--- config.mk ---
export PLATFORM = sky130hd
export DESIGN_NAME = jpeg_header_segment_extractor_core_flat
export DESIGN_NICKNAME = d
export VERILOG_FILES = /design/src/sv/jhse_pkg.sv /design/src/sv/jhse_in_if.sv /design/src/sv/jhse_out_if.sv /design/src/sv/jhse_parse.sv /design/src/sv/jpeg_header_segment_extractor_core.sv /design/src/flat_wrapper.sv
export SDC_FILE = /design/constraint.sdc
export NUM_CORES = 1
export LEC_CHECK = 0
export ABC_AREA = 1
export BUFFER_PORTS_ARGS = -buffer_cell sky130_fd_sc_hd__buf_4
export CORE_ASPECT_RATIO = 0.8
export CORE_MARGIN = 1
export CORE_UTILIZATION = 30
export CTS_BUF_LIST = sky130_fd_sc_hd__clkbuf_8
export DETAILED_ROUTE_END_ITERATION = 8
export SETUP_SLACK_MARGIN = 0.15
export SLEW_MARGIN = 20
export SYNTH_ARGS = -nofsm -noshare
export SYNTH_HDL_FRONTEND = slang
export SYNTH_SLANG_ARGS = --single-unit
--- constraint.sdc ---
create_clock -name clk -period 2.1 [get_ports clk]
set_input_delay 0.42 -clock clk [delete_from_list [all_inputs] [get_ports clk]]
set_output_delay 0.42 -clock clk [all_outputs]
set_load 0.05 [all_outputs]
--- src/sv/jhse_pkg.sv ---
// ----------------------------------------------------------------------------
// JPEG header segment extractor - shared package
// Word types, status codes and parse phase encoding.
// ----------------------------------------------------------------------------
package jhse_pkg;

  localparam logic [7:0] MARK_PREFIX = 8'hFF;
  localparam logic [7:0] MARK_SOI    = 8'hD8;
  localparam logic [7:0] MARK_EOI    = 8'hD9;
  localparam logic [7:0] MARK_SOS    = 8'hDA;

  localparam logic [2:0] ST_IN_HEADER  = 3'd0;
  localparam logic [2:0] ST_COMPLETE   = 3'd1;
  localparam logic [2:0] ST_PAST       = 3'd2;
  localparam logic [2:0] ST_NO_SOI     = 3'd3;
  localparam logic [2:0] ST_BAD_PREFIX = 3'd4;
  localparam logic [2:0] ST_EOI_EARLY  = 3'd5;
  localparam logic [2:0] ST_BAD_LEN    = 3'd6;
  localparam logic [2:0] ST_TRUNCATED  = 3'd7;

  typedef enum logic [7:0] {
    PH_SOI0     = 8'b0000_0001,
    PH_SOI1     = 8'b0000_0010,
    PH_PREFIX   = 8'b0000_0100,
    PH_CODE     = 8'b0000_1000,
    PH_LENH     = 8'b0001_0000,
    PH_LENL     = 8'b0010_0000,
    PH_PAYLOAD  = 8'b0100_0000,
    PH_FINISHED = 8'b1000_0000
  } phase_t;

  typedef struct packed {
    logic [7:0] data_byte;
    logic       stream_end;
  } item_t;

  typedef struct packed {
    logic       keep;
    logic [7:0] byte_out;
    logic [2:0] status;
    logic       last;
  } res_t;

endpackage

--- src/sv/jhse_in_if.sv ---
// ----------------------------------------------------------------------------
// JPEG header segment extractor - input channel
// Valid/ready channel carrying one file byte or an end-of-stream word.
// ----------------------------------------------------------------------------
interface jhse_in_if;
  logic       valid;
  logic       ready;
  logic [7:0] data_byte;
  logic       stream_end;

  modport source (output valid, output data_byte, output stream_end, input ready);
  modport sink   (input valid, input data_byte, input stream_end, output ready);
endinterface

--- src/sv/jhse_out_if.sv ---
// ----------------------------------------------------------------------------
// JPEG header segment extractor - result channel
// Valid/ready channel carrying one classified byte per word.
// ----------------------------------------------------------------------------
interface jhse_out_if;
  logic       valid;
  logic       ready;
  logic       keep;
  logic [7:0] byte_out;
  logic [2:0] status;
  logic       last;

  modport source (output valid, output keep, output byte_out, output status,
                  output last, input ready);
  modport sink   (input valid, input keep, input byte_out, input status,
                  input last, output ready);
endinterface

--- src/sv/jhse_parse.sv ---
// ----------------------------------------------------------------------------
// JPEG header segment extractor - segment parser
// Marker segment state machine; classifies one word and updates on step.
// ----------------------------------------------------------------------------
module jhse_parse (
  input  logic           clk,
  input  logic           rst_n,
  input  logic           step,
  input  jhse_pkg::item_t item,
  output jhse_pkg::res_t  res
);

  jhse_pkg::phase_t phase_r, phase_nxt;
  logic [15:0] payload_left_r, payload_left_nxt;
  logic [7:0]  length_high_r, length_high_nxt;
  logic        is_sos_r, is_sos_nxt;
  logic [2:0]  final_code_r, final_code_nxt;

  logic [15:0] seg_len;
  logic [15:0] payload_dec;
  logic [2:0]  status;
  logic        keep;
  logic        last;

  assign seg_len     = {length_high_r, item.data_byte};
  assign payload_dec = payload_left_r - 16'd1;

  always_comb begin
    phase_nxt        = phase_r;
    payload_left_nxt = payload_left_r;
    length_high_nxt  = length_high_r;
    is_sos_nxt       = is_sos_r;
    final_code_nxt   = final_code_r;
    keep             = 1'b0;
    status           = jhse_pkg::ST_IN_HEADER;
    last             = 1'b0;

    if (phase_r == jhse_pkg::PH_FINISHED) begin
      if (final_code_r == jhse_pkg::ST_COMPLETE || final_code_r == jhse_pkg::ST_IN_HEADER)
        status = jhse_pkg::ST_PAST;
      else
        status = final_code_r;
    end else if (item.stream_end) begin
      if (phase_r == jhse_pkg::PH_SOI0 || phase_r == jhse_pkg::PH_SOI1)
        status = jhse_pkg::ST_NO_SOI;
      else
        status = jhse_pkg::ST_TRUNCATED;
    end else begin
      keep = 1'b1;
      case (phase_r)
        jhse_pkg::PH_SOI0: begin
          if (item.data_byte == jhse_pkg::MARK_PREFIX) phase_nxt = jhse_pkg::PH_SOI1;
          else status = jhse_pkg::ST_NO_SOI;
        end
        jhse_pkg::PH_SOI1: begin
          if (item.data_byte == jhse_pkg::MARK_SOI) phase_nxt = jhse_pkg::PH_PREFIX;
          else status = jhse_pkg::ST_NO_SOI;
        end
        jhse_pkg::PH_PREFIX: begin
          if (item.data_byte == jhse_pkg::MARK_PREFIX) phase_nxt = jhse_pkg::PH_CODE;
          else status = jhse_pkg::ST_BAD_PREFIX;
        end
        jhse_pkg::PH_CODE: begin
          if (item.data_byte == jhse_pkg::MARK_EOI) begin
            status = jhse_pkg::ST_EOI_EARLY;
          end else begin
            is_sos_nxt = (item.data_byte == jhse_pkg::MARK_SOS);
            phase_nxt  = jhse_pkg::PH_LENH;
          end
        end
        jhse_pkg::PH_LENH: begin
          length_high_nxt = item.data_byte;
          phase_nxt       = jhse_pkg::PH_LENL;
        end
        jhse_pkg::PH_LENL: begin
          if (seg_len < 16'd2) begin
            status = jhse_pkg::ST_BAD_LEN;
          end else if (seg_len == 16'd2) begin
            payload_left_nxt = 16'd0;
            if (is_sos_r) status = jhse_pkg::ST_COMPLETE;
            else phase_nxt = jhse_pkg::PH_PREFIX;
          end else begin
            payload_left_nxt = seg_len - 16'd2;
            phase_nxt        = jhse_pkg::PH_PAYLOAD;
          end
        end
        jhse_pkg::PH_PAYLOAD: begin
          payload_left_nxt = payload_dec;
          if (payload_dec == 16'd0) begin
            if (is_sos_r) status = jhse_pkg::ST_COMPLETE;
            else phase_nxt = jhse_pkg::PH_PREFIX;
          end
        end
        default: begin
          keep = 1'b0;
        end
      endcase
    end

    // any outcome ends the parse; only completion keeps its byte
    if (phase_r != jhse_pkg::PH_FINISHED && status != jhse_pkg::ST_IN_HEADER) begin
      if (status != jhse_pkg::ST_COMPLETE) keep = 1'b0;
      phase_nxt      = jhse_pkg::PH_FINISHED;
      final_code_nxt = status;
      last           = 1'b1;
    end
  end

  always_ff @(posedge clk) begin
    if (!rst_n) begin
      phase_r        <= jhse_pkg::PH_SOI0;
      payload_left_r <= 16'd0;
      length_high_r  <= 8'd0;
      is_sos_r       <= 1'b0;
      final_code_r   <= 3'd0;
    end else if (step) begin
      phase_r        <= phase_nxt;
      payload_left_r <= payload_left_nxt;
      length_high_r  <= length_high_nxt;
      is_sos_r       <= is_sos_nxt;
      final_code_r   <= final_code_nxt;
    end
  end

  assign res.keep     = keep;
  assign res.byte_out = item.stream_end ? 8'd0 : item.data_byte;
  assign res.status   = status;
  assign res.last     = last;

endmodule

--- src/sv/jpeg_header_segment_extractor_core.sv ---
// ----------------------------------------------------------------------------
// JPEG header segment extractor - top level
// Input word register, segment parser, result word register.
// ----------------------------------------------------------------------------
//   channel  dir  word contents
//   in_ch    in   data_byte[7:0], stream_end
//   out_ch   out  keep, byte_out[7:0], status[2:0], last
//
// One word per cycle sustained while out_ch.ready holds; a word passes from
// the input register to the result register. The parser state updates
// on that move, so throughput is set by the parser's own update.
// Synchronous active-low reset returns the parser to the SOI check.
// A stalled result holds in its register; the input register still takes
// one more word, then in_ch.ready drops until out_ch.ready returns.
// ----------------------------------------------------------------------------
module jpeg_header_segment_extractor_core (
  input  logic       clk,
  input  logic       rst_n,
  jhse_in_if.sink    in_ch,
  jhse_out_if.source out_ch
);

  logic            in_vld_r, in_vld_nxt;
  jhse_pkg::item_t item_r;
  logic            out_vld_r, out_vld_nxt;
  jhse_pkg::res_t  res_r;
  jhse_pkg::res_t  res;
  logic            adv;
  logic            in_take;

  assign adv         = in_vld_r && (!out_vld_r || out_ch.ready);
  assign in_ch.ready = !in_vld_r || adv;
  assign in_take     = in_ch.valid && in_ch.ready;

  always_comb begin
    in_vld_nxt = in_vld_r;
    if (in_take) in_vld_nxt = 1'b1;
    else if (adv) in_vld_nxt = 1'b0;

    out_vld_nxt = out_vld_r;
    if (adv) out_vld_nxt = 1'b1;
    else if (out_ch.ready) out_vld_nxt = 1'b0;
  end

  always_ff @(posedge clk) begin
    if (!rst_n) begin
      in_vld_r  <= 1'b0;
      out_vld_r <= 1'b0;
    end else begin
      in_vld_r  <= in_vld_nxt;
      out_vld_r <= out_vld_nxt;
    end
  end

  always_ff @(posedge clk) begin
    if (in_take) begin
      item_r.data_byte  <= in_ch.data_byte;
      item_r.stream_end <= in_ch.stream_end;
    end
    if (adv) res_r <= res;
  end

  jhse_parse u_parse (
    .clk   (clk),
    .rst_n (rst_n),
    .step  (adv),
    .item  (item_r),
    .res   (res)
  );

  assign out_ch.valid    = out_vld_r;
  assign out_ch.keep     = res_r.keep;
  assign out_ch.byte_out = res_r.byte_out;
  assign out_ch.status   = res_r.status;
  assign out_ch.last     = res_r.last;

endmodule

--- src/flat_wrapper.sv ---
// flat-port wrapper written by rule: the top's interface ports become plain ports
module jpeg_header_segment_extractor_core_flat 
  (clk, rst_n, in_ch_valid, in_ch_data_byte, in_ch_stream_end, in_ch_ready, out_ch_valid, out_ch_keep, out_ch_byte_out, out_ch_status, out_ch_last, out_ch_ready);
  jhse_in_if in_ch_i ();
  jhse_out_if out_ch_i ();
  input  logic clk;
  input  logic rst_n;
  input wire logic [$bits(in_ch_i.valid)-1:0] in_ch_valid;
  input wire logic [$bits(in_ch_i.data_byte)-1:0] in_ch_data_byte;
  input wire logic [$bits(in_ch_i.stream_end)-1:0] in_ch_stream_end;
  output wire logic [$bits(in_ch_i.ready)-1:0] in_ch_ready;
  output wire logic [$bits(out_ch_i.valid)-1:0] out_ch_valid;
  output wire logic [$bits(out_ch_i.keep)-1:0] out_ch_keep;
  output wire logic [$bits(out_ch_i.byte_out)-1:0] out_ch_byte_out;
  output wire logic [$bits(out_ch_i.status)-1:0] out_ch_status;
  output wire logic [$bits(out_ch_i.last)-1:0] out_ch_last;
  input wire logic [$bits(out_ch_i.ready)-1:0] out_ch_ready;
  assign in_ch_i.valid = in_ch_valid;
  assign in_ch_i.data_byte = in_ch_data_byte;
  assign in_ch_i.stream_end = in_ch_stream_end;
  assign in_ch_ready = in_ch_i.ready;
  assign out_ch_valid = out_ch_i.valid;
  assign out_ch_keep = out_ch_i.keep;
  assign out_ch_byte_out = out_ch_i.byte_out;
  assign out_ch_status = out_ch_i.status;
  assign out_ch_last = out_ch_i.last;
  assign out_ch_i.ready = out_ch_ready;
  jpeg_header_segment_extractor_core u_core (.clk(clk), .rst_n(rst_n), .in_ch(in_ch_i), .out_ch(out_ch_i));
endmodule
==> results of run 1 <==
==> worst max-delay path, cell delays in order, from the launching register on <==
cell	delay, ps
dfxtp_2	320
inv_2	80
ha_4	190
nand2_4	100
nor2_4	110
nand2_1	50
nand2_1	50
nand2_1	70
nor2_1	120
nand2_1	80
nor2_2	130
nand3_1	90
nand2_1	80
nand2_1	60
nand3_2	90
nand2_4	70
nand2_4	80
nand2_4	70
nand2_4	80
nand2_1	50
nand3_1	60
inv_1	40
==> synth_stat cells (all sizes together) <==
master  instances
nor3            5
xnor2           3
o31ai           1
a31o            1
nor2           75
nand3          18
o22ai           1
a21oi          24
edfxtp         22
o32ai           1
buf             5
o21bai          1
ha              3
a31oi          16
xor2            7
or2             2
o211a           1
clkbuf          5
inv            55
dfxtp          38
o221ai          1
nand4           6
nand2b          1
nand2         129
o21ai          34
nand3b          8
nor4            8
==> per-stage QoR <==
stage | util (%) | total power, mW | TNS [ps] | setup slack, ps | cells
after floorplan | - | 1.62 | 0 | 156 | 471
after global placement | 37.6 | 1.78 | -357 | -62.9 | 675
after detailed placement | 37.6 | 1.78 | -514 | -89.7 | 675
after CTS | 40.1 | 2.85 | -150 | -37.0 | 696
after global routing | 42.9 | 2.99 | -2670 | -261 | 712
final | 42.9 | 2.87 | -452 | -79.6 | 712
==> path summary, 6_finish.rpt <==
check / end / startpoint
worst max-delay path: u_core.u_parse.phase_r[7] / u_core.u_parse.payload_left_r[0]
worst min-delay path: u_core.item_r[0] / in_ch_stream_end
worst max register to register: u_core.u_parse.phase_r[7] / u_core.u_parse.payload_left_r[0]
worst min register to register: u_core.u_parse.final_code_r[0] / u_core.u_parse.final_code_r[0]
==> logic make-up (layout without fill, tap and decap cells) <==
kind of cell             after synthesis  after routing
buffers and inverters                 65            162
AO/OA/AOI/OAI                         81             81
flip-flops                            60             60
XOR/XNOR                              10             10
AND/OR/NAND/NOR                      252            252
adder cells (fa/ha/maj)                3              3
==> what timing repair did <==
item / in CTS / in global routing
setup endpoints to repair: 24 / 39
resized for setup: 12 / 55
pin swaps: 7 / 17
buffers inserted: 5 / 15
hold buffers: 0 / 0
gates cloned: 0 / 1
==> power groups by stage <==
stage                     logic [mW]  clock network, mW  registers [mW]
final                          0.509               1.06            1.30
after global routing           0.553               1.13            1.30
after CTS                      0.476               1.08            1.29
after detailed placement       0.463                  0            1.32
after global placement         0.459                  0            1.32
after floorplan                0.261                  0            1.36
==> state kept, by name, summed over array words and instances (netlist names) <==
register	count
u_core.item_r	9
u_core.out_ch.last	1
u_core.out_ch.byte_out	8
u_core.in_vld_r	1
u_core.u_parse.final_code_r	3
u_core.u_parse.length_high_r	8
u_core.out_ch.valid	1
u_core.out_ch.status	3
u_core.u_parse.is_sos_r	1
u_core.out_ch.keep	1
u_core.u_parse.phase_r	8
u_core.u_parse.payload_left_r	16
==> per-layer routing <==
layer	GRT usage, %	up-vias
met1	23.3	1639
met2	22.2	97
met5	0	-
li1	-	1737
met4	5.72	0
met3	4.28	11
==> layout make-up <==
cell class / count / area [um2] / area share [%]
multi-input combinational: 346 / 2010 / 42.2
sequential: 60 / 1440 / 30.1
timing repair buffer: 91 / 726 / 15.2
inverter: 55 / 210 / 4.41
tap: 144 / 180 / 3.78
clock buffer: 10 / 138 / 2.89
clock inverter: 6 / 65.1 / 1.36
==> impl_metrics.tcl, run 1 <==
set metrics [dict create \
    status "finished, violations left" \
    dieArea_mm2 0.0121 \
    cts_root_buf "clkbuf_8" \
    netlist_top_cells_area "dfxtp_1, edfxtp_1, nand2_1" \
    period_share_pct 104 \
    fillers 1060 \
    io_pins 28 \
    period_needed_ps 2180 \
    p_leak_nw 2.12 \
    cts.sink_count 60 \
    path_class "reg2reg" \
    fin_nets 579 \
    cap_violations 0 \
    synthAdderAreaFrac_pct 1.08 \
    crit_path_end_kind "flop" \
    switching_power_mw 0.843 \
    synth_compound_area_share_pct 12.9 \
    grt_setup_unrepaired "yes" \
    drcViolationCount 0 \
    syn-cell-area_mm2 0.00349 \
    ir_drop_mv 0.451 \
    synth_top_family_by_area "simple AND/OR/NAND/NOR gates" \
    start_kind "flop" \
    grt_pass1_vias 3050 \
    final_cell_mix "nand2_1, buf_4, nor2_1" \
    globalplace.congestion 0.927 \
    ys_types 38 \
    drt_iter0_drc 243 \
    hpwlAfterDp_um 7160 \
    die_h_um 98.5 \
    top_layer "met4" \
    ff2ff_setup_slack_ps -80 \
    area_delta_synth_final_pct 36.6 \
    wl_per_cell_um 13.6 \
    synth.avg_cell_area_um2 7.41 \
    power_density_mw_per_mm2 602 \
    relSlewSlack_pct 74.3 \
    numPortBuffers 27 \
    r2r_cells 21 \
    fin_ws_ps -79.6 \
    clockPowerShare_pct 37.0 \
    synthXorXnorAreaFrac_pct 2.51 \
    num_antenna_cells 0 \
    grt_pass1_wl_um 14800 \
    switching_share_pct 29.4 \
    ys_warn_count 0 \
    fin_area_mm2 0.00477 \
    cts_tree "done" \
    power_frac_comb_pct 17.8 \
    layout_commonest_cell "nand2_1" \
    violations "negative setup slack" \
    drive_gt1_share_pct 34.3 \
    vias 3484 \
    synth_top_cell_by_area "dfxtp_1" \
    timing.hold.ws_ps 234 \
    grt.total_usage_pct 15.9 \
    met2_length_um 4120 \
    report.final.slew_viol_count 0 \
    grt_max_degree 33 \
    required_ps 2350 \
    hold_violations 0 \
    wl_met1_um 4780 \
    intPower_mw 2.03 \
    clock_skew_ps 13.0 \
    coreArea_mm2 0.0111 \
    syn_nets 487 \
    synthMuxAreaShare_pct 0 \
    clock_path_buffers 2 \
    antenna_left 0 \
    initial_utilization_pct 31.4 \
    routed_wl_um 9660 \
    setup_viol 8 \
    firstDrtPassIters 5 \
    synth_simple_gate_area_share_pct 35.6 \
    yosysSeqAreaShare_pct 40.7 \
    seqPwrFrac_pct 45.2 \
    ys_seq_elements 60 \
    fmaxAchievable_mhz 459 \
    hold_depth 1 \
    dpl_cell_area_mm2 0.00417 \
    grt.overflow.total 0 \
    crit_fanout 5 \
    cts_max_level 3 \
    grt_antenna_before_repair 0 \
    clock_latency_ps 360 \
    worst_slew_pin_slew_ps 382 \
    synth_top_area_share_pct 21.8 \
    vias_per_cell 4.89 \
    die_w_um 123 \
    syn_inst 471 \
    crit_arrival_ps 2430 \
    wl_met3_um 627 \
    cts_inserted_buffers 9 \
    clk_pin_slew_worst_paths_ps 80 \
    std_cell_rows 34 \
    hp-class "in2reg" \
]
No activity file was read; power rests on OpenSTA's default activity.
==> run 2: changes to the inputs <==
CELL_PAD_IN_SITES_DETAIL_PLACEMENT = 1   (was not set)
CELL_PAD_IN_SITES_GLOBAL_PLACEMENT = 2   (was not set)
PLACE_DENSITY_LB_ADDON = 0.1   (was not set)
==> impl_metrics.tcl, run 2 (same netlist as run 1, synthesis figures left out) <==
set metrics [dict create \
    status "finished, violations left" \
    worstPathCellList "inv_4 > ha_4 > xnor2_2 > nand2_1 > nor2_1 > nand2_1 > nor2_1 > nand2_1 > nor2_2 > nand3_2 > nand2_2 > nand2_2 > nand3_2 > nand2_4 > nand2_4 > nand2_4 > nand2_4 > nand2_1 > nand2_1 > nor2_1" \
    fillers 1379 \
    ff2ff_setup_slack_ps -130 \
    clockPowerShare_pct 40.6 \
    report.final.slew_viol_count 0 \
    grt_pass1_vias 3695 \
    grt_antenna_before_repair 0 \
    grt.total_usage_pct 21.5 \
    clock_skew_ps 12.1 \
    period_needed_ps 2230 \
    die_h_um 98.5 \
    top_register "u_core.u_parse.payload_left_r" \
    antenna_left 0 \
    power_frac_comb_pct 18.8 \
    total_power_mw 3.18 \
    fin_ws_ps -126 \
    firstDrtPassIters 4 \
    grt_max_degree 33 \
    r2r-start "u_core.u_parse.payload_left_r[1]" \
    vias 3602 \
    numPortBuffers 27 \
    cts_root_buf "clkbuf_8" \
    r2r_end "u_core.u_parse.phase_r[1]" \
    crit_top_cell "nand2_1" \
    start_kind "flop" \
    largest_reg_flops 16 \
    grt.overflow.total 0 \
    crit_path_end_kind "flop" \
    worst_slew_pin_slew_ps 441 \
    hpwlAfterDp_um 9060 \
    cap_violations 0 \
    intPower_mw 2.28 \
    switching_power_mw 0.903 \
    path_class "reg2reg" \
    utilization_pct 46.0 \
    dieArea_mm2 0.0121 \
    setup_viol 12 \
    p_leak_nw 2.33 \
    hp-class "in2reg" \
    fin_cells 749 \
    coreArea_mm2 0.0111 \
    drcViolationCount 0 \
    timing.critical_path.buf_inv 1 \
    crit_family "simple AND/OR/NAND/NOR gates" \
    ir_drop_mv 0.435 \
    routed_wl_um 12300 \
    grt_setup_unrepaired "yes" \
    io_pins 28 \
    worstSetupEndpoint "u_core.u_parse.phase_r[1]" \
    cts_inserted_buffers 9 \
    cpMaxStageDelayCell "dfxtp_4" \
    relSlewSlack_pct 70.6 \
    layout_commonest_cell "buf_4" \
    cts.sink_count 60 \
    num_antenna_cells 0 \
    clock_latency_ps 350 \
    max_stage_delay_ps 380 \
    holdBufCountCts 0 \
    fmaxAchievable_mhz 449 \
    vias_per_cell 4.81 \
    initial_utilization_pct 31.4 \
    die_w_um 123 \
    cts_tree "done" \
    drt_iter0_drc 220 \
    largestRegisters "u_core.u_parse.payload_left_r (16), u_core.item_r (9)" \
    globalplace.congestion 0.804 \
    dp_cells 703 \
    area_delta_synth_final_pct 46.3 \
    drive_gt1_share_pct 38.3 \
    hold_violations 0 \
    required_ps 2340 \
    crit_fanout 5 \
    switching_share_pct 28.4 \
    wl_per_cell_um 16.4 \
    final_cell_mix "buf_4, nand2_1, nor2_1" \
    fin_setup_tns_ps -1130 \
    r2r_cells 20 \
    cp.depth 20 \
    clk_pin_slew_worst_paths_ps 80 \
    fin_nets 616 \
    startpoint "u_core.u_parse.payload_left_r[1]" \
    std_cell_rows 34 \
    grt_pass1_wl_um 19600 \
    seqPwrFrac_pct 40.7 \
    clock_path_buffers 2 \
    power_density_mw_per_mm2 623 \
    violations "negative setup slack" \
    period_share_pct 106 \
    timing.hold.ws_ps 248 \
    crit_arrival_ps 2460 \
    cts_max_level 3 \
]
run 2: cell types whose count changed in the layout (fill, tap and decap cells not counted), sizes merged:
cell and change:
bufbuf +1, clkbuf -1, bufinv +2, buf +35
clkinv +2, clkinvlp -3, nand2 +1
run 2: cell type report:
cell class	instances	area, um2	area share, %
inverter	55	215	4.22
sequential	60	1430	28.1
tap	144	180	3.53
multi-input combinational	347	2030	39.8
timing repair buffer	127	1000	19.7
clock inverter	7	116	2.28
clock buffer	9	124	2.43
run 2: worst min-delay path by stage:
| stage | startpoint | endpoint | slack (ps) | depth (start not counted) |
|---|---|---|---|---|
| 6_report | in_ch_data_byte[1] | u_core.item_r[2] | 250 | 1 |
| 5_1_grt | in_ch_data_byte[7] | u_core.item_r[8] | 220 | 1 |
| 4_1_cts | in_ch_data_byte[1] | u_core.item_r[2] | 230 | 1 |
| 3_5_place_dp | u_core.u_parse.final_code_r[0] | u_core.u_parse.final_code_r[0] | 460 | 2 |
| 3_3_place_gp | u_core.u_parse.final_code_r[0] | u_core.u_parse.final_code_r[0] | 450 | 2 |
| 2_1_floorplan | u_core.u_parse.final_code_r[0] | u_core.u_parse.final_code_r[0] | 440 | 2 |
run 2: worst register-to-register path: stages (launching register included):
cell,delay (ps)
dfxtp_4,380
inv_4,40
ha_4,190
xnor2_2,150
nand2_1,70
nor2_1,100
nand2_1,80
nor2_1,100
nand2_1,70
nor2_2,140
nand3_2,100
nand2_2,70
nand2_2,50
nand3_2,90
nand2_4,70
nand2_4,100
nand2_4,80
nand2_4,90
nand2_1,60
nand2_1,50
nor2_1,40
run 2: repair_timing:
| action | in CTS | in global routing |
|---|---|---|
| resized for setup | 27 | 39 |
| endpoints found under the setup margin | 31 | 40 |
| setup buffers | 18 | 10 |
| pin swaps | 14 | 11 |
| gates cloned | 1 | 1 |
run 2: layer usage:
layer / up-vias / part of all wire, % / track usage, %
met5: - / 0 / 0
met4: 0 / 0.39 / 4.22
met3: 4 / 5.0 / 4.28
li1: 1817 / - / -
met2: 57 / 42 / 30.8
met1: 1724 / 52 / 33.1
run 2: per-stage QoR:
stage	cell area (um2)	worst slack, ps
2_1_floorplan	3510	156
3_3_place_gp	4400	-213
3_5_place_dp	4400	-197
4_1_cts	4900	-88.8
5_1_grt	5100	-325
6_report	5100	-126
run 2: power groups by stage:
stage / sequential [mW] / combinational [mW] / clock (mW)
finish: 1.29 / 0.597 / 1.29
global route: 1.30 / 0.652 / 1.38
CTS: 1.29 / 0.556 / 1.33
detailed placement: 1.32 / 0.525 / 0
global placement: 1.31 / 0.515 / 0
floorplan: 1.36 / 0.261 / 0
